**src/hdl/lirs_pkg.sv**
```systemverilog
// ----------------------------------------------------------------------------
// lirs_pkg
// Shared types, constants and sample decode and encode helpers for the linear
// interpolation resampler.
// ----------------------------------------------------------------------------
package lirs_pkg;

  localparam int SampleW = 16;
  localparam int StepW   = 21;
  localparam int PosW    = 21;  // holds frac + step without overflow
  localparam int FracW   = 16;
  localparam int IdxW    = 1;
  localparam int QDepth  = 2;
  localparam int QPtrW   = $clog2(QDepth);
  localparam int QCntW   = $clog2(QDepth + 1);

  localparam logic [StepW-1:0] StepMin   = StepW'(2048);
  localparam logic [StepW-1:0] StepMax   = StepW'(1048576);
  localparam logic [StepW-1:0] StepReset = StepW'(65536);
  localparam logic [PosW-1:0]  PosOne    = PosW'(65536);

  localparam logic [IdxW-1:0] RegStepSize = 1'b0;
  localparam logic [IdxW-1:0] RegWidthMode = 1'b1;

  localparam logic Mode8u  = 1'b0;
  localparam logic Mode16s = 1'b1;

  // one request handed from the front end to the back end
  typedef struct packed {
    logic               single;  // lone sample of a segment, emit as is
    logic               last;
    logic [SampleW-1:0] prev;
    logic [SampleW-1:0] cur;
  } lirs_cmd_t;

  function automatic logic signed [SampleW:0] lirs_decode(
    input logic [SampleW-1:0] raw,
    input logic               mode
  );
    logic signed [SampleW:0] val;
    if (mode == Mode8u) begin
      val = signed'({9'd0, raw[7:0]});
    end else begin
      val = signed'({raw[SampleW-1], raw});
    end
    return val;
  endfunction

  function automatic logic [SampleW-1:0] lirs_encode(
    input logic [SampleW-1:0] val,
    input logic               mode
  );
    logic [SampleW-1:0] res;
    if (mode == Mode8u) begin
      res = {8'd0, val[7:0]};
    end else begin
      res = val;
    end
    return res;
  endfunction

endpackage

```
**src/hdl/lirs_queue.sv**
```systemverilog
// ----------------------------------------------------------------------------
// lirs_queue
// Small request queue between front end and back end.
// ----------------------------------------------------------------------------
module lirs_queue import lirs_pkg::*; (
  input  logic      clk,
  input  logic      rst_n,
  input  logic      push,
  input  lirs_cmd_t push_cmd,
  output logic      full,
  input  logic      pop,
  output logic      head_valid,
  output lirs_cmd_t head_cmd
);

  lirs_cmd_t         slot_r [QDepth];
  logic [QPtrW-1:0]  wr_ptr_r, wr_ptr_nxt;
  logic [QPtrW-1:0]  rd_ptr_r, rd_ptr_nxt;
  logic [QCntW-1:0]  cnt_r, cnt_nxt;

  assign full       = (cnt_r == QCntW'(QDepth));
  assign head_valid = (cnt_r != '0);
  assign head_cmd   = slot_r[rd_ptr_r];

  always_comb begin
    wr_ptr_nxt = wr_ptr_r;
    rd_ptr_nxt = rd_ptr_r;
    cnt_nxt    = cnt_r;
    if (push) begin
      wr_ptr_nxt = (wr_ptr_r == QPtrW'(QDepth - 1)) ? '0 : wr_ptr_r + 1'b1;
    end
    if (pop) begin
      rd_ptr_nxt = (rd_ptr_r == QPtrW'(QDepth - 1)) ? '0 : rd_ptr_r + 1'b1;
    end
    if (push && !pop) begin
      cnt_nxt = cnt_r + 1'b1;
    end else if (pop && !push) begin
      cnt_nxt = cnt_r - 1'b1;
    end
  end

  always_ff @(posedge clk) begin
    if (push) begin
      slot_r[wr_ptr_r] <= push_cmd;
    end
    if (!rst_n) begin
      wr_ptr_r <= '0;
      rd_ptr_r <= '0;
      cnt_r    <= '0;
    end else begin
      wr_ptr_r <= wr_ptr_nxt;
      rd_ptr_r <= rd_ptr_nxt;
      cnt_r    <= cnt_nxt;
    end
  end

endmodule

```
**config.mk**
```make
export PLATFORM = sky130hd
export DESIGN_NAME = lirs_queue
export DESIGN_NICKNAME = d
export VERILOG_FILES = /design/src/hdl/lirs_pkg.sv /design/src/hdl/lirs_queue.sv
export SDC_FILE = /design/constraint.sdc
export NUM_CORES = 1
export LEC_CHECK = 0
export BUFFER_PORTS_ARGS = -buffer_cell sky130_fd_sc_hd__buf_2
export CAP_MARGIN = 20
export CORE_UTILIZATION = 49
export CTS_CLUSTER_SIZE = 12
export DETAILED_ROUTE_END_ITERATION = 16
export PLACE_DENSITY = 0.85
export SLEW_MARGIN = 40
export SYNTH_ARGS = -nofsm -noshare
export SYNTH_HDL_FRONTEND = slang
export SYNTH_SLANG_ARGS = --single-unit
export TNS_END_PERCENT = 30
```
**constraint.sdc**
```tcl
create_clock -name clk -period 3.15 [get_ports clk]
set_input_delay 0.1575 -clock clk [delete_from_list [all_inputs] [get_ports clk]]
set_output_delay 0.1575 -clock clk [all_outputs]
set_load 0.05 [all_outputs]
```
== After elaboration in Yosys (flattened, before gate mapping) ==
Memories as Yosys holds them, arrays and structs flattened. A register that Yosys moved wholly into a read port is not among the register bits.
Index checks and enable logic that the tools add are counted.

* Mux-type cells: 8
* Reduce and logical (&&, ||, !) cells: 6
* Add/sub/neg operators: 4
* Equal/unequal tests: 1

{| class="wikitable"
|+ Operators with widths
! kind !! count
|-
| $mux W1 || 6
|-
| $mux W2 || 2
|-
| $reduce_bool A2 Y1 || 2
|-
| $add A1 B1 Y1 const B || 2
|-
| $add A2 B1 Y2 const B || 1
|-
| $eq A2 B2 Y1 const B || 1
|-
| $logic_and A1 B1 Y1 || 2
|-
| $logic_not A1 Y1 || 2
|-
| $sub A2 B1 Y2 const B || 1
|}

* Memories: 1
* Memory bits (writable): 68
* Register bits: 4
* Logic and storage cells: 23
* Output and inout port bits: 36
* Bits of input ports: 38

{| class="wikitable"
|+ Memories
! memory !! depth !! width !! rd ports !! clocked after memory_dff !! write ports !! line !! RTL
|-
| slot_r || 2 || 34 || 1 || 1 || 1 || lirs_queue.sv:16 || <nowiki>lirs_cmd_t slot_r [QDepth];</nowiki>
|}

== Logic depth before layout (Yosys ltp) ==
* Depth after elaboration: 4
* Gate-level depth with buffers: 5
* Gate-level depth less buffers: 5

== Least setup slack after synthesis ==
No wires, ideal clock.

* Kind: register to register
* From: register wr_ptr_r
* To: memory slot_r[0][0] in the netlist's numbering, enable pin
* Required time: 2.720 ns
* Arrival time: 1.864 ns
* Cell stages (with the launch flop): 2
* Slack: 0.856 ns
* Period minus slack after synthesis: 2.294 ns
* Cell sequence: dfxtp_1 > nor2b_1

{| class="wikitable"
|+ RTL lines
! item !! line !! RTL
|-
| start: declaration || lirs_queue.sv:17 || <nowiki>logic [QPtrW-1:0] wr_ptr_r, wr_ptr_nxt;</nowiki>
|-
| start signal: assignment || lirs_queue.sv:51 || <nowiki>wr_ptr_r <= wr_ptr_nxt;</nowiki>
|-
| end: declaration || lirs_queue.sv:16 ||
|}

No word-level cell before the write port.

==> impl_metrics.tcl <==
set metrics [dict create \
    status "complete, no violations" \
    coreArea_sq_um 5170 \
    crit_slowest_cell "mux2_2" \
    finalWorstSetupSlack_ns 1.33 \
    cts.repair.resized 0 \
    fin_util_pct 63.9 \
    synthAdderAreaFrac_pct 0.468 \
    diodes 0 \
    drtIter0Drc 84 \
    ys.flop_type "edfxtp_1" \
    grt_busiest_layer "met2" \
    cp_data_arrival_time_ns 1.66 \
    yosysWarningCount 0 \
    slew_violations 0 \
    fillers 361 \
    hold_class "in -> reg" \
    h-tree-depth 3 \
    row_count 26 \
    viasPerCell 4.82 \
    routed_wl_microns 4360 \
    gr-usage-met1_pct 18.3 \
    cts.sinks 73 \
    whs_ns 0.0163 \
    cp_cell_sequence "buf_4 -> mux2_2 -> buf_2" \
    critPathRequiredTime_ns 2.99 \
    synth_xor_area_share_pct 0.983 \
    drv_cap 0 \
    final_cells 287 \
    nNetsFinal 251 \
    avgRoutedWirePerCell_microns 15.2 \
    cts_setup_buffers 0 \
    synth_nets 167 \
    tritoncts "yes" \
    vias 1382 \
    slew_headroom_pct 69.1 \
    die_y_microns 75.9 \
    reg2regPathDepth 2 \
    ios 74 \
    synthSimpleGateAreaFrac_pct 2.20 \
    grt_pass1_vias 1325 \
    slowest_delay_ns 0.40 \
    worstSetupEndpointType "primary output" \
    antenna_found_initial 0 \
    die_x_microns 75.9 \
    drt_drc_violations_left 0 \
    fin_crit_sh_pct 57.7 \
    seqCellArea_sq_um 2140 \
    area_growth_syn_to_layout_pct 23.6 \
    path_class "reg -> out" \
    synth_seq_cells 73 \
    syn_area_per_cell_sq_um 20.9 \
    hold_violations 0 \
    ys_seq_area_share_pct 80.1 \
    syn-cell-area_sq_um 2670 \
    min_path_cells 1 \
    fmax_mhz 550 \
    setup_viol 0 \
    grt_max_degree 35 \
    dp_hpwl_microns 2830 \
    clock_latency_ns 0.33 \
    crit_path_start_kind "register" \
    finClkSkew_ns 0.00506 \
    portBuffers 73 \
    place_ws_ns 1.65 \
    fin_crit_ns 1.82 \
    grtUsageMet3_pct 3.44 \
    cts_root_buffer "clkbuf_8" \
    clock_path_buffers 2 \
    drive_above_1_share_pct 57.6 \
    final_cell_area_sq_um 3310 \
    peakVddDrop_mv 0.347 \
    power_density_nw_per_um2 632 \
    routabilityCongestion 0.676 \
    firstDrtPassIters 4 \
    grt_pass1_wl_microns 6030 \
    ys_async_sr_fraction_pct 0 \
    grt_overflow_total 0 \
    muxShareOfSynthArea_pct 14.3 \
    setup-tns-final_ns 0 \
    ys_types 17 \
    start_util_pct 51.7 \
    numCtsBuffers 9 \
    path_clk_slew_ns 0.07 \
    path_max_fanout 34 \
    place_inst 269 \
    die_area_sq_um 5760 \
    synth_top_family_by_area "multiplexers" \
    rsz0062_at_grt "false" \
    place_area_sq_um 3130 \
    power_mw 2.09 \
    worst_pin_slew_ns 0.464 \
    synth_compound_area_share_pct 0.749 \
    track_usage_pct 15.4 \
    cellLeakagePower_nw 1.27 \
    multi_input_area_sq_um 510 \
    use_met2_pct 25.2 \
    synth_edf_count 68 \
    netlist_instances 128 \
    postRouteAntennaNets 0 \
]
-- Yosys cell counts, types with 2 or more instances --
library cell	n	area [sq um]
buf_4	3	22.5
mux2_2	34	383
dfxtp_1	5	100
nor2b_1	2	12.5
and2_1	4	25.0
edfxtp_1	68	2040
xor2_1	2	17.5
-- cells by family after synthesis --
logic type      count (synthesis)
flops                          73
xor+xnor                        3
fa+ha+maj                       1
compound gates                  3
mux                            34
buf+inv                         5
simple gates                    9
-- final timing paths --
check / startpoint / to / slack (ns)
setup / recovery: register / head_cmd[18] / 1.33
hold / removal: push_cmd[2] / slot_r[1][2]$_DFFE_PP_ / 0.02
setup reg to reg: wr_ptr_r$_SDFFE_PN0P_ / slot_r[0][4]$_DFFE_PP_ / 1.82
hold reg to reg: cnt_r[1]$_SDFFE_PN0P_ / cnt_r[1]$_SDFFE_PN0P_ / 0.54
-- worst max-delay path, delay by kind of cell, from the launching register on --
| family | cells | cell delay [ns] |
|---|---|---|
| buffers and inverters | 2 | 0.59 |
| flip-flops | 1 | 0.31 |
| multiplexers | 1 | 0.40 |
-- routing by layer --
| metal | vias to the layer above | wire length (microns) |
|---|---|---|
| met4 | 0 | 96 |
| met1 | 666 | 1960 |
| met2 | 47 | 2120 |
| li1 | 661 | - |
| met5 | - | 0 |
| met3 | 8 | 177 |
-- cell usage in the layout, fill, tap and decap left out, drive strengths merged --
master and instances:
or3 1, xor2 2, mux2 34, or2 1
ha 1, inv 1, o21a 1, xnor2 1
buf 75, clkbuf 11, nor2b 2, a21boi 1
and2b 1, dfxtp 5, edfxtp 68, and2 4
dlygate4sd3 2, clkinv 5, o21ai 1
-- state kept, by name, indices dropped and copies added, names as in the netlist, named ones only --
signal    flops
wr_ptr_r      1
rd_ptr_r      1
cnt_r         2
slot_r       68
-- final cells by class --
cell class	instances	area share, %
multi-input combinational	50	15.4
inverter	1	0.114
tap	70	2.65
timing repair buffer	77	12.3
clock inverter	5	0.681
sequential	73	64.8
clock buffer	11	3.97
-- timing repair --
| item | in CTS | in global routing |
|---|---|---|
| setup endpoints to repair | 0 | 0 |
| hold endpoints to repair | 4 | 0 |
| hold buffers | 2 | 0 |
-- report_power, final --
| group | leakage [nW] | switching, mW | internal (mW) | total (mW) |
|---|---|---|---|---|
| combinational | 0.504 | 0.265 | 0.115 | 0.380 |
| clock | 0.0819 | 0.300 | 0.277 | 0.577 |
| sequential | 0.680 | 0.0149 | 1.12 | 1.13 |
| total | 1.27 | 0.580 | 1.51 | 2.09 |
No activity file was read; power rests on OpenSTA's default activity.
