**src/hdl/lirs_pkg.sv**
```systemverilog
// ----------------------------------------------------------------------------
// lirs_pkg
// Shared types, constants and sample decode and encode helpers for the linear
// interpolation resampler.
// ----------------------------------------------------------------------------
package lirs_pkg;

  localparam int SampleW = 16;
  localparam int StepW   = 21;
  localparam int PosW    = 21;  // holds frac + step without overflow
  localparam int FracW   = 16;
  localparam int IdxW    = 1;
  localparam int QDepth  = 2;
  localparam int QPtrW   = $clog2(QDepth);
  localparam int QCntW   = $clog2(QDepth + 1);

  localparam logic [StepW-1:0] StepMin   = StepW'(2048);
  localparam logic [StepW-1:0] StepMax   = StepW'(1048576);
  localparam logic [StepW-1:0] StepReset = StepW'(65536);
  localparam logic [PosW-1:0]  PosOne    = PosW'(65536);

  localparam logic [IdxW-1:0] RegStepSize = 1'b0;
  localparam logic [IdxW-1:0] RegWidthMode = 1'b1;

  localparam logic Mode8u  = 1'b0;
  localparam logic Mode16s = 1'b1;

  // one request handed from the front end to the back end
  typedef struct packed {
    logic               single;  // lone sample of a segment, emit as is
    logic               last;
    logic [SampleW-1:0] prev;
    logic [SampleW-1:0] cur;
  } lirs_cmd_t;

  function automatic logic signed [SampleW:0] lirs_decode(
    input logic [SampleW-1:0] raw,
    input logic               mode
  );
    logic signed [SampleW:0] val;
    if (mode == Mode8u) begin
      val = signed'({9'd0, raw[7:0]});
    end else begin
      val = signed'({raw[SampleW-1], raw});
    end
    return val;
  endfunction

  function automatic logic [SampleW-1:0] lirs_encode(
    input logic [SampleW-1:0] val,
    input logic               mode
  );
    logic [SampleW-1:0] res;
    if (mode == Mode8u) begin
      res = {8'd0, val[7:0]};
    end else begin
      res = val;
    end
    return res;
  endfunction

endpackage

```
**src/hdl/lirs_front.sv**
```systemverilog
// ----------------------------------------------------------------------------
// lirs_front
// Accepts input samples, tracks the previous sample of the segment and
// turns each sample into a request for the back end (or just stores it).
// ----------------------------------------------------------------------------
module lirs_front import lirs_pkg::*; (
  input  logic               clk,
  input  logic               rst_n,
  input  logic               in_valid,
  output logic               in_ready,
  input  logic [SampleW-1:0] in_sample_in,
  input  logic               in_last_in,
  input  logic               q_full,
  output logic               q_push,
  output lirs_cmd_t          q_cmd
);

  logic [SampleW-1:0] prev_r, prev_nxt;
  logic               have_prev_r, have_prev_nxt;
  logic               accept;

  assign in_ready = !q_full;
  assign accept   = in_valid && in_ready;

  always_comb begin
    prev_nxt      = prev_r;
    have_prev_nxt = have_prev_r;
    q_push        = 1'b0;
    q_cmd.single  = !have_prev_r;
    q_cmd.last    = in_last_in;
    q_cmd.prev    = prev_r;
    q_cmd.cur     = in_sample_in;
    if (accept) begin
      if (have_prev_r) begin
        q_push   = 1'b1;
        prev_nxt = in_sample_in;
        if (in_last_in) begin
          have_prev_nxt = 1'b0;
        end
      end else if (in_last_in) begin
        q_push = 1'b1;
      end else begin
        prev_nxt      = in_sample_in;
        have_prev_nxt = 1'b1;
      end
    end
  end

  always_ff @(posedge clk) begin
    prev_r <= prev_nxt;
    if (!rst_n) begin
      have_prev_r <= 1'b0;
    end else begin
      have_prev_r <= have_prev_nxt;
    end
  end

endmodule

```
**config.mk**
```make
export PLATFORM = sky130hd
export DESIGN_NAME = lirs_front
export DESIGN_NICKNAME = d
export VERILOG_FILES = /design/src/hdl/lirs_pkg.sv /design/src/hdl/lirs_front.sv
export SDC_FILE = /design/constraint.sdc
export NUM_CORES = 1
export LEC_CHECK = 0
export BUFFER_PORTS_ARGS = -buffer_cell sky130_fd_sc_hd__buf_2
export CAP_MARGIN = 10
export CORE_ASPECT_RATIO = 0.9
export CORE_MARGIN = 4
export CORE_UTILIZATION = 36
export CTS_CLUSTER_DIAMETER = 150
export DETAILED_ROUTE_END_ITERATION = 10
export GPL_ROUTABILITY_DRIVEN = 0
export PLACE_DENSITY = 0.76
export SLEW_MARGIN = 30
export SYNTH_ARGS = -nofsm -noshare
export SYNTH_HDL_FRONTEND = slang
export SYNTH_SLANG_ARGS = --single-unit
export TNS_END_PERCENT = 5
```
**constraint.sdc**
```tcl
create_clock -name clk -period 2.04 [get_ports clk]
set_input_delay 0.204 -clock clk [delete_from_list [all_inputs] [get_ports clk]]
set_output_delay 0.204 -clock clk [all_outputs]
set_load 0.05 [all_outputs]
```
* After elaboration in Yosys (flattened, before gate mapping)
Cells that the tools add are included.
** Storage, ports and cells
- Input bits :: 21
- Logic and storage cells :: 13
- Register bits :: 17
** Operators by class
- Equal/unequal tests :: 1
- Mux-type cells :: 6
- Reduce and logical (&&, ||, !) cells :: 4
** Operator list (number)
- $mux W16 :: 2
- $mux W1 :: 4
- $logic_not A1 Y1 :: 2
- $ne A2 B1 Y1 const B :: 1
- $reduce_and A2 Y1 :: 1
- $logic_and A1 B1 Y1 :: 1

* Depth between registers and ports, before layout
Gate-level depths: netlist of run 1.
- Depth in word-level cells :: 3
- Gate-level depth with buffers :: 2
- Gate-level depth less buffers :: 2

* Worst setup path after synthesis of run 1
OpenSTA, ideal clock, no wires.
- Kind :: register -> register
- Start point :: register have_prev_r
- End point :: register prev_r[0], enable pin
- Setup time :: 0.394 ns
- Required time :: 1.646 ns
- Slack :: 0.206 ns
- Buffers on the path :: 0
- Arrival time :: 1.439 ns
- Cell stages (with the launch flop) :: 3
- Cell sequence :: dfxtp_1 inv_1 a21oi_1
** Between the ends
- Word-level cells in the longest chain between the ends :: 2
** RTL lines
- start, declared :: RTL line lirs_front.sv:19 : logic have_prev_r, have_prev_nxt;
- start signal, assigned :: RTL line lirs_front.sv:54 : have_prev_r <= have_prev_nxt;
- $ne A2 B1 Y1 (no line)
- $reduce_and A2 Y1 (no line)
- end signal, assigned :: RTL line lirs_front.sv:50 : prev_r <= prev_nxt;
- end, declared :: RTL line lirs_front.sv:18 : logic [SampleW-1:0] prev_r, prev_nxt;
Every way passes these cells.
A chain may end at the register's enable or synchronous reset.

* Worst setup path in the final report of run 1
- Start point :: register have_prev_r
- End point :: output q_push
** Between the ends
- Word-level cells in the longest chain between the ends :: 2
** RTL lines
- $mux W1 :: RTL line lirs_front.sv:34 : if (have_prev_r) begin
- $mux W1 :: RTL line lirs_front.sv:33 : if (accept) begin
- end, declared :: RTL line lirs_front.sv:14 : output logic q_push,
Every way passes these cells.

==> impl_metrics.csv, run 1 <==
group,metric,value,unit
run_status,status,"finished, final reports clean",
floorplan,initial_utilization,0.394,
layout,area_growth,32.0,%
pwr,total_power,734,uW
logic_synthesis,synth_top_family_by_area,"buffers and inverters",
place,dp_cells,106,
global_routing,overflow,0,
global_routing,grt_pass1_vias,435,
worst_setup_path,path_max_fanout,3,
drt,ant_nets,0,
worst_setup_path,cp_common_cell,"nor2_1",
drt,routed_wirelength,1220,um
global_routing,antenna_found_initial,0,
worst_setup_path,worstSetupEndpointType,"output port",
logic_synthesis,yosysTopAreaCell,"edfxtp_1",
logic_synthesis,synth_fp_nets,63,
logic_synthesis,yosys_most_used_dff,"edfxtp_1",
worst_setup_path,required,1.84,ns
worst_setup_path,cp_cell_sequence,"nor2_1 -> nor2_1 -> buf_2",
floorplan,die_h,49.1,um
logic_synthesis,synth-compound-area-share,0.0204,
logic_synthesis,syn_inst,42,
floorplan,io_pins,57,
run,max_cap_violations,0,
global_routing,grt_max_degree,17,
logic_synthesis,syn_area_per_cell,16.1,um^2
worst_setup_path,cp.arrival,1.04,ns
place,dp_slack,0.834,ns
worst_setup_path,slowest_stage,"dfxtp_1",
place,postPlaceCellArea,866,um^2
timing,setup_tns,0,ns
layout,multi_input_area,40.0,um^2
timing,setup_viol_count_final,0,
clocking,cts_tree,"done",
logic_synthesis,synth_fa_ha_area_frac,0,
layout,final_nets,108,
logic_synthesis,synth_simple_gate_area_share,0.0389,
timing,final_hold_viol_count,0,
drt,drt_iter0_drc,2,
drt,drc,0,
drt,vias,434,
worst_setup_path,reg2reg_from,"have_prev_r",
clocking,htree_levels,1,
drt,avgViaCountPerCell,3.95,
floorplan,fp.dieW,53.7,um
timing,rsz0062_at_grt,"no",
timing,worst_pin_slew,0.257,ns
clocking,hold_buffers,0,
logic_synthesis,synth.distinct_cells,9,
logic_synthesis,synth.most_common_cell,"buf_4",
hold_path,min_from,"in_sample_in[7]",
floorplan,core_area,1720,um^2
logic_synthesis,ys_top_cells_by_area,"edfxtp_1 (71%), buf_4 (19%), dfxtp_1 (3.0%), and4bb_1 (1.9%), a31o_1 (1.3%)",
layout,instances_no_fill,110,
hold_path,hp-class,"in2reg",
layout,antenna_cells,0,
logic_synthesis,ys_warn_count,0,
worst_setup_path,crit_family,"flip-flops",
timing,fin_crit,1.25,ns
drt,wl_per_cell,11.1,um
logic_synthesis,netlist_top_cells_count,"buf_4 (17), edfxtp_1 (16), inv_1 (2), nor2_1 (2)",
clocking,cts_setup_buffers,0,
hold_path,holdPathStages,1,
pwr,ir_worst_vdd,0.000263,V
worst_setup_path,r2r_cells,3,
clocking,root_buffer,"clkbuf_4",
layout,fin_area,892,um^2
logic_synthesis,synthMuxAreaShare,0,
floorplan,row_count,14,
logic_synthesis,synth_edf_count,16,
global_routing,grt_pass1_wl,1820,um
clocking,worstSkewPairLatency,0.27,ns
clocking,cts_resized,0,
clocking,cts.clk_slew.worst_paths,0.09,ns
pwr,p_per_area,823,nW/um^2
pwr,p_leak,0.420,nW
clocking,numCtsBuffers,3,
place,portBuffers,56,
worst_setup_path,criticalPathCategory,"reg2out",
timing,maxSlewViolCount,0,
worst_setup_path,path_buf_inv,1,
floorplan,die_area,2630,um^2
logic_synthesis,synth-xor-area-share,0,
clocking,clk_path_buf_depth,2,
logic_synthesis,yosysSeqAreaShare,0.741,
global_routing,track_usage,0.0981,
clocking,clock-sinks,17,
hold_path,hold_path_end,"prev_r[7]",
layout,register_area,500,um^2
worst_setup_path,max_stage_delay,0.36,ns
timing,max_clock_freq,803,MHz
worst_setup_path,r2r_end,"prev_r[5]",
layout,drive_above_1_share,0.698,
timing,setup_slack,0.795,ns
drt,firstDrtPassIters,2,
logic_synthesis,ys_ff_latch,17,
worst_setup_path,r2r_setup_slack,0.94,ns
logic_synthesis,netlist_area,676,um^2
timing,slew_headroom,0.830,
logic_synthesis,synthArstFlopShare,0,
layout,fillers,155,
worst_setup_path,worstSetupStartpointType,"register",
logic_synthesis,synth.top_cell.area_share,0.711,
timing,skew,0.00414,ns
timing,fin_crit_sh,0.610,
==> power breakdown <==
group	internal (mW)	switching [mW]	leakage, nW
Combinational	0.0375	0.135	0.249
Clock	0.0757	0.0896	0.0150
Sequential	0.395	0.00233	0.155
==> through the flow <==
step	util	hold slack [ns]
floorplan	-	0.303
global placement	0.504	0.393
detailed placement	0.504	0.394
CTS	0.520	0.103
global route	0.520	0.0840
finish	0.520	0.109
==> how the worst max path moves through the flow <==
| stage | end | slack, ns | from | depth (start not counted) |
|---|---|---|---|---|
| CTS | q_push | 0.77 | have_prev_r | 3 |
| detailed placement | prev_r[13] | 0.83 | q_full | 4 |
| global placement | prev_r[13] | 0.90 | q_full | 4 |
| global route | q_push | 0.71 | have_prev_r | 3 |
| floorplan | prev_r[0] | 0.21 | have_prev_r | 2 |
| finish | q_push | 0.79 | have_prev_r | 3 |
==> worst register-to-register path, cell delays in order (launching register included) <==
cell and delay (ns):
dfxtp_1 0.36, inv_1 0.06, a21oi_1 0.14, buf_4 0.25
==> placed cells by master, fill, tap and decap left out, drive strengths merged <==
| cell type | instances |
|---|---|
| inv | 2 |
| nor2 | 2 |
| dfxtp | 1 |
| and4bb | 1 |
| a31o | 1 |
| a21oi | 1 |
| clkbuf | 4 |
| edfxtp | 16 |
| nand2b | 1 |
| buf | 57 |
==> routing by layer <==
layer | global-route usage | share of wire | vias to the layer above
met5 | 0 | 0 | -
met2 | 0.181 | 0.50 | 32
met1 | 0.0863 | 0.33 | 185
met3 | 0.0367 | 0.17 | 0
met4 | 0.0511 | 0 | 0
li1 | - | - | 217
==> flip-flops by register name, summed over array words and instances, names as in the netlist <==
| register | flops |
|---|---|
| prev_r | 16 |
| have_prev_r | 1 |
==> area by class of cell <==
type | instances | share of cell area
Inverter | 2 | 0.00842
Timing Repair Buffer | 57 | 0.323
Multi-Input combinational cell | 6 | 0.0449
Clock buffer | 4 | 0.0295
Sequential cell | 17 | 0.561
Tap cell | 24 | 0.0337
==> cell families (layout without fill, tap and decap cells) <==
family | count (synthesis) | count (layout)
flip-flops | 17 | 17
AND/OR/NAND/NOR | 4 | 4
buffers and inverters | 19 | 63
AO/OA/AOI/OAI | 2 | 2
No activity file was read; power rests on OpenSTA's default activity.
==> inputs of run 2 (changes only) <==
--- a/config.mk
+++ b/config.mk
@@ -5,6 +5,7 @@
 export SDC_FILE = /design/constraint.sdc
 export NUM_CORES = 1
 export LEC_CHECK = 0
+export ABC_AREA = 1
 export BUFFER_PORTS_ARGS = -buffer_cell sky130_fd_sc_hd__buf_2
 export CAP_MARGIN = 10
 export CORE_ASPECT_RATIO = 0.9
==> constraint.sdc (replaced) <==
create_clock -name clk -period 1.3 [get_ports clk]
set_input_delay 0.13 -clock clk [delete_from_list [all_inputs] [get_ports clk]]
set_output_delay 0.13 -clock clk [all_outputs]
set_load 0.05 [all_outputs]
==> run 2 against run 1 <==
  * First-iteration DRC count down 50%
  * Clock skew down 0.0032 ns
  * Via count up 3.5%
  * Die area up 0.31%
  * Synthesized cell count up 2.4%
  * Clock-buffer cell count unchanged
  * Non-clock buffer count unchanged
  * Critical endpoint unchanged
==> impl_metrics.csv, run 2 <==
group,metric,value,unit
drt,vias,449,
hold_path,holdPathStages,1,
layout,largest_reg_flops,16,
drt,ant_nets,0,
worst_setup_path,path_max_fanout,3,
logic_synthesis,synth_edf_count,16,
run_status,status,"finished, final reports clean",
layout,largest_register,"prev_r",
layout,antenna_cells,0,
place,portBuffers,56,
layout,instances_no_fill,111,
worst_setup_path,criticalPathCategory,"reg2out",
timing,max_clock_freq,829,MHz
logic_synthesis,syn_inst,43,
logic_synthesis,netlist_top_cells_count,"buf_4 (17), edfxtp_1 (16), a21oi_1 (2)",
timing,setup_tns,0,ns
drt,wl_per_cell,11.1,um
logic_synthesis,synth.top_cell.area_share,0.708,
worst_setup_path,required,1.17,ns
global_routing,grt_max_degree,17,
layout,final_common_cell,"buf_2",
layout,drive_above_1_share,0.747,
timing,holdWs,0.0368,ns
global_routing,grt_pass1_wl,1730,um
global_routing,overflow,0,
hold_path,min_from,"in_sample_in[6]",
layout,reg_top3,"prev_r (16), have_prev_r (1)",
pwr,p_per_area,1280,nW/um^2
layout,area_growth,35.8,%
worst_setup_path,r2r_end,"prev_r[4]",
drt,drc,0,
hold_path,hp-class,"in2reg",
clocking,worstSkewPairLatency,0.27,ns
floorplan,die_h,49.2,um
drt,firstDrtPassIters,2,
pwr,total_power,1.18,mW
layout,final_nets,109,
timing,final_hold_viol_count,0,
timing,setup_viol_count_final,0,
place,dp_cells,107,
logic_synthesis,yosysTopAreaCell,"edfxtp_1",
worst_setup_path,worstSetupEndpointType,"output port",
timing,fin_crit,1.21,ns
layout,fillers,158,
logic_synthesis,synth_fp_nets,64,
clocking,hold_buffers,0,
clocking,root_buffer,"clkbuf_4",
worst_setup_path,startpoint,"have_prev_r",
logic_synthesis,synth.distinct_cells,11,
logic_synthesis,ys_ff_latch,17,
floorplan,core_area,1730,um^2
timing,maxSlewViolCount,0,
floorplan,row_count,14,
worst_setup_path,r2r_cells,3,
global_routing,grt_pass1_vias,418,
run,max_cap_violations,0,
logic_synthesis,yosysSeqAreaShare,0.738,
floorplan,io_pins,57,
place,hpwl,1040,um
clocking,numCtsBuffers,3,
timing,skew,0.000907,ns
clocking,htree_levels,1,
logic_synthesis,yosys_most_used_dff,"edfxtp_1",
global_routing,antenna_found_initial,0,
timing,rsz0062_at_grt,"no",
drt,drt_iter0_drc,1,
logic_synthesis,ys_top_cells_by_area,"edfxtp_1 (71%), buf_4 (19%), dfxtp_1 (3.0%), a21oi_1 (1.5%), nand3_2 (1.5%)",
layout,final_cell_mix,"buf_2 (55), edfxtp_1 (16), clkbuf_4 (4)",
hold_path,hold_path_end,"prev_r[6]",
floorplan,fp.dieW,53.8,um
clocking,clock-sinks,17,
clocking,cts_tree,"done",
floorplan,die_area,2640,um^2
pwr,p_leak,0.422,nW
drt,routed_wirelength,1230,um
drt,avgViaCountPerCell,4.05,
clocking,cts.clk_slew.worst_paths,0.09,ns
timing,fin_crit_sh,0.928,
worst_setup_path,r2r_setup_slack,0.28,ns
logic_synthesis,synth.most_common_cell,"buf_4",
logic_synthesis,ys_warn_count,0,
clocking,clk_path_buf_depth,2,
global_routing,track_usage,0.0925,
floorplan,initial_utilization,0.391,
worst_setup_path,reg2reg_from,"have_prev_r",
logic_synthesis,netlist_area,678,um^2
timing,slew_headroom,0.829,
worst_setup_path,worstSetupStartpointType,"register",
logic_synthesis,syn_area_per_cell,15.8,um^2
worst_setup_path,cp.arrival,1.08,ns
timing,worst_pin_slew,0.259,ns
pwr,ir_worst_vdd,0.000528,V
logic_synthesis,synthArstFlopShare,0,
## run 2: worst max-delay path by stage
stage	to	cells after the start
2_1_floorplan	prev_r[0]	2
3_3_place_gp	prev_r[6]	3
3_5_place_dp	prev_r[6]	3
4_1_cts	q_push	3
5_1_grt	q_push	3
6_report	q_push	3
## run 2: kinds of logic after synthesis
family / after synthesis / share of synthesized area
flops: 17 / 0.738
simple gates: 4 / 0.0351
buf+inv: 19 / 0.199
compound gates: 3 / 0.0277
## run 2: critical path, cell delays in order, from the launching register on
cell and delay, ns:
dfxtp_1 0.34, inv_1 0.09, o21ai_2 0.14, clkbuf_4 0.24
## run 2: area by class of cell
cell class	count	area, um^2	area share
Timing Repair Buffer	57	303	0.329
Tap cell	24	30.0	0.0326
Inverter	2	7.51	0.00815
Sequential cell	17	500	0.543
Clock buffer	4	26.3	0.0285
Multi-Input combinational cell	7	53.8	0.0584
## run 2: where the power goes
| group | total, mW | internal [mW] | switching (mW) |
|---|---|---|---|
| registers | 0.625 | 0.621 | 0.00406 |
| clock network | 0.260 | 0.119 | 0.141 |
| logic | 0.293 | 0.0665 | 0.227 |
| total | 1.18 | 0.806 | 0.372 |
## run 2: metrics by stage
step / instance area, um^2 / util / setup slack [ns]
floorplan: 689 / - / -0.0360
global placement: 892 / 0.514 / 0.310
detailed placement: 892 / 0.514 / 0.283
CTS: 918 / 0.530 / 0.0437
global route: 921 / 0.531 / 0.0183
finish: 921 / 0.531 / 0.0932
## run 2: repair_timing
action                     in CTS  in global routing
hold endpoints to repair        0                  0
gates resized for setup         0                  1
setup endpoints to repair       0                  1
buffers inserted                0                  0
## run 2: layer usage
layer	GRT usage	vias to the layer above	routed length, um
met3	0.0428	2	201
met2	0.155	32	609
met5	0	-	0
met4	0.0638	0	17
li1	-	221	-
met1	0.0841	194	403
==> inputs of run 3 (changes only) <==
--- a/config.mk
+++ b/config.mk
@@ -11,6 +11,7 @@
 export CORE_ASPECT_RATIO = 0.9
 export CORE_MARGIN = 4
 export CORE_UTILIZATION = 36
+export CTS_BUF_LIST = sky130_fd_sc_hd__clkbuf_4 sky130_fd_sc_hd__clkbuf_8 sky130_fd_sc_hd__clkbuf_16
 export CTS_CLUSTER_DIAMETER = 150
 export DETAILED_ROUTE_END_ITERATION = 10
 export GPL_ROUTABILITY_DRIVEN = 0
==> run 3 against run 2 <==
  * Wire length is 0.32% higher
  * Design area increased by 0.41%
  * Setup slack worse by 0.0031 ns
  * Critical path depth stayed put
  * Via count did not move
  * Clock-buffer cell count did not move
  * Register-to-register slack barely moved
  * Utilization is 0.22 points higher
  * Clock skew about the same
  * Combinational power about the same
==> impl_metrics.csv, run 3 (same netlist as run 2, synthesis figures left out) <==
group,metric,value,unit
floorplan,initial_utilization,0.391,
timing,slew_headroom,0.829,
place,portBuffers,56,
timing,maxSlewViolCount,0,
clocking,hold_buffers,0,
hold_path,hold_path_end,"prev_r[6]",
worst_setup_path,cp_cell_sequence,"inv_1 -> o21ai_2 -> clkbuf_4",
timing,rsz0062_at_grt,"no",
floorplan,fp.dieW,53.8,um
timing,skew,0.000948,ns
floorplan,die_h,49.2,um
timing,holdWs,0.0358,ns
layout,area_growth,36.3,%
run,max_cap_violations,0,
hold_path,hp-class,"in2reg",
drt,avgViaCountPerCell,4.05,
worst_setup_path,slowest_stage,"dfxtp_1",
run_status,status,"finished, final reports clean",
drt,drc,0,
clocking,cts_setup_buffers,0,
layout,final_nets,109,
worst_setup_path,cp.arrival,1.08,ns
floorplan,row_count,14,
place,postPlaceCellArea,892,um^2
layout,largest_register,"prev_r",
place,hpwl,1040,um
pwr,ir_worst_vdd,0.000528,V
worst_setup_path,worstSetupStartpointType,"register",
pwr,p_per_area,1300,nW/um^2
worst_setup_path,crit_family,"flip-flops",
layout,drive_above_1_share,0.759,
drt,wl_per_cell,11.1,um
global_routing,grt_pass1_wl,1730,um
drt,firstDrtPassIters,2,
floorplan,core_area,1730,um^2
global_routing,antenna_found_initial,0,
worst_setup_path,path_max_fanout,3,
timing,setup_tns,0,ns
worst_setup_path,max_stage_delay,0.34,ns
layout,reg_top3,"prev_r (16), have_prev_r (1)",
worst_setup_path,worstSetupEndpointType,"output port",
timing,max_clock_freq,826,MHz
layout,final_common_cell,"buf_2",
clocking,worstSkewPairLatency,0.27,ns
timing,final_hold_viol_count,0,
layout,final_cell_mix,"buf_2 (55), edfxtp_1 (16), clkbuf_4 (5)",
hold_path,holdPathStages,1,
worst_setup_path,path_buf_inv,2,
timing,fin_crit,1.21,ns
layout,largest_reg_flops,16,
worst_setup_path,r2r_cells,3,
floorplan,die_area,2640,um^2
worst_setup_path,required,1.17,ns
timing,setup_viol_count_final,0,
clocking,cts_tree,"done",
global_routing,overflow,0,
drt,routed_wirelength,1240,um
worst_setup_path,r2r_end,"prev_r[4]",
clocking,clock-sinks,17,
worst_setup_path,r2r_setup_slack,0.28,ns
clocking,root_buffer,"clkbuf_4",
global_routing,grt_pass1_vias,418,
timing,worst_pin_slew,0.259,ns
drt,vias,449,
timing,fin_crit_sh,0.931,
pwr,total_power,1.20,mW
clocking,cts.clk_slew.worst_paths,0.09,ns
global_routing,track_usage,0.0944,
drt,drt_iter0_drc,1,
clocking,htree_levels,1,
pwr,p_leak,0.426,nW
drt,ant_nets,0,
hold_path,min_from,"in_sample_in[6]",
clocking,numCtsBuffers,3,
layout,antenna_cells,0,
global_routing,grt_max_degree,17,
worst_setup_path,reg2reg_from,"have_prev_r",
layout,fin_area,925,um^2
floorplan,io_pins,57,
clocking,clk_path_buf_depth,2,
worst_setup_path,criticalPathCategory,"reg2out",
clocking,cts_resized,0,
run 3: worst register-to-register path: cells and delay by family, from the launching register on:
kind,cells,cell delay [ns]
buffers and inverters,2,0.25
AOI/OAI and AO/OA,1,0.15
DFF,1,0.34
run 3: worst max path at each step:
stage                start        end  slack, ns  depth (start not counted)
2_1_floorplan  have_prev_r  prev_r[0]      -0.04                          2
3_5_place_dp   have_prev_r  prev_r[6]       0.28                          3
6_report       have_prev_r     q_push       0.09                          3
5_1_grt        have_prev_r     q_push       0.01                          3
3_3_place_gp   have_prev_r  prev_r[6]       0.31                          3
4_1_cts        have_prev_r     q_push       0.04                          3
run 3: metrics by stage:
| step | utilization | setup WS [ns] | cells |
|---|---|---|---|
| final | 0.533 | 0.0900 | 111 |
| after global routing | 0.533 | 0.0142 | 111 |
| after CTS | 0.532 | 0.0408 | 111 |
| after detailed placement | 0.514 | 0.283 | 107 |
| after global placement | 0.514 | 0.310 | 107 |
| after floorplan | - | -0.0360 | 43 |
run 3: layout make-up:
type | instances | area [um^2]
fill | 156 | 810
sequential | 17 | 500
timing repair buffer | 57 | 303
multi-input combinational | 7 | 53.8
clock buffer | 4 | 30.0
tap | 24 | 30.0
inverter | 2 | 7.51
run 3: where the power goes:
group	internal, mW	leakage, nW	switching [mW]
clock	0.140	0.0184	0.142
sequential	0.621	0.156	0.00410
combinational	0.0665	0.252	0.227
total	0.827	0.426	0.373
run 3: routing by layer:
| layer | vias to the layer above | share of wire | GRT usage | routed length (um) |
|---|---|---|---|---|
| met3 | 2 | 0.16 | 0.0428 | 201 |
| met2 | 32 | 0.49 | 0.153 | 610 |
| met5 | - | 0 | 0 | 0 |
| met1 | 194 | 0.33 | 0.0861 | 406 |
| li1 | 221 | - | - | - |
| met4 | 0 | 0.014 | 0.0766 | 17 |
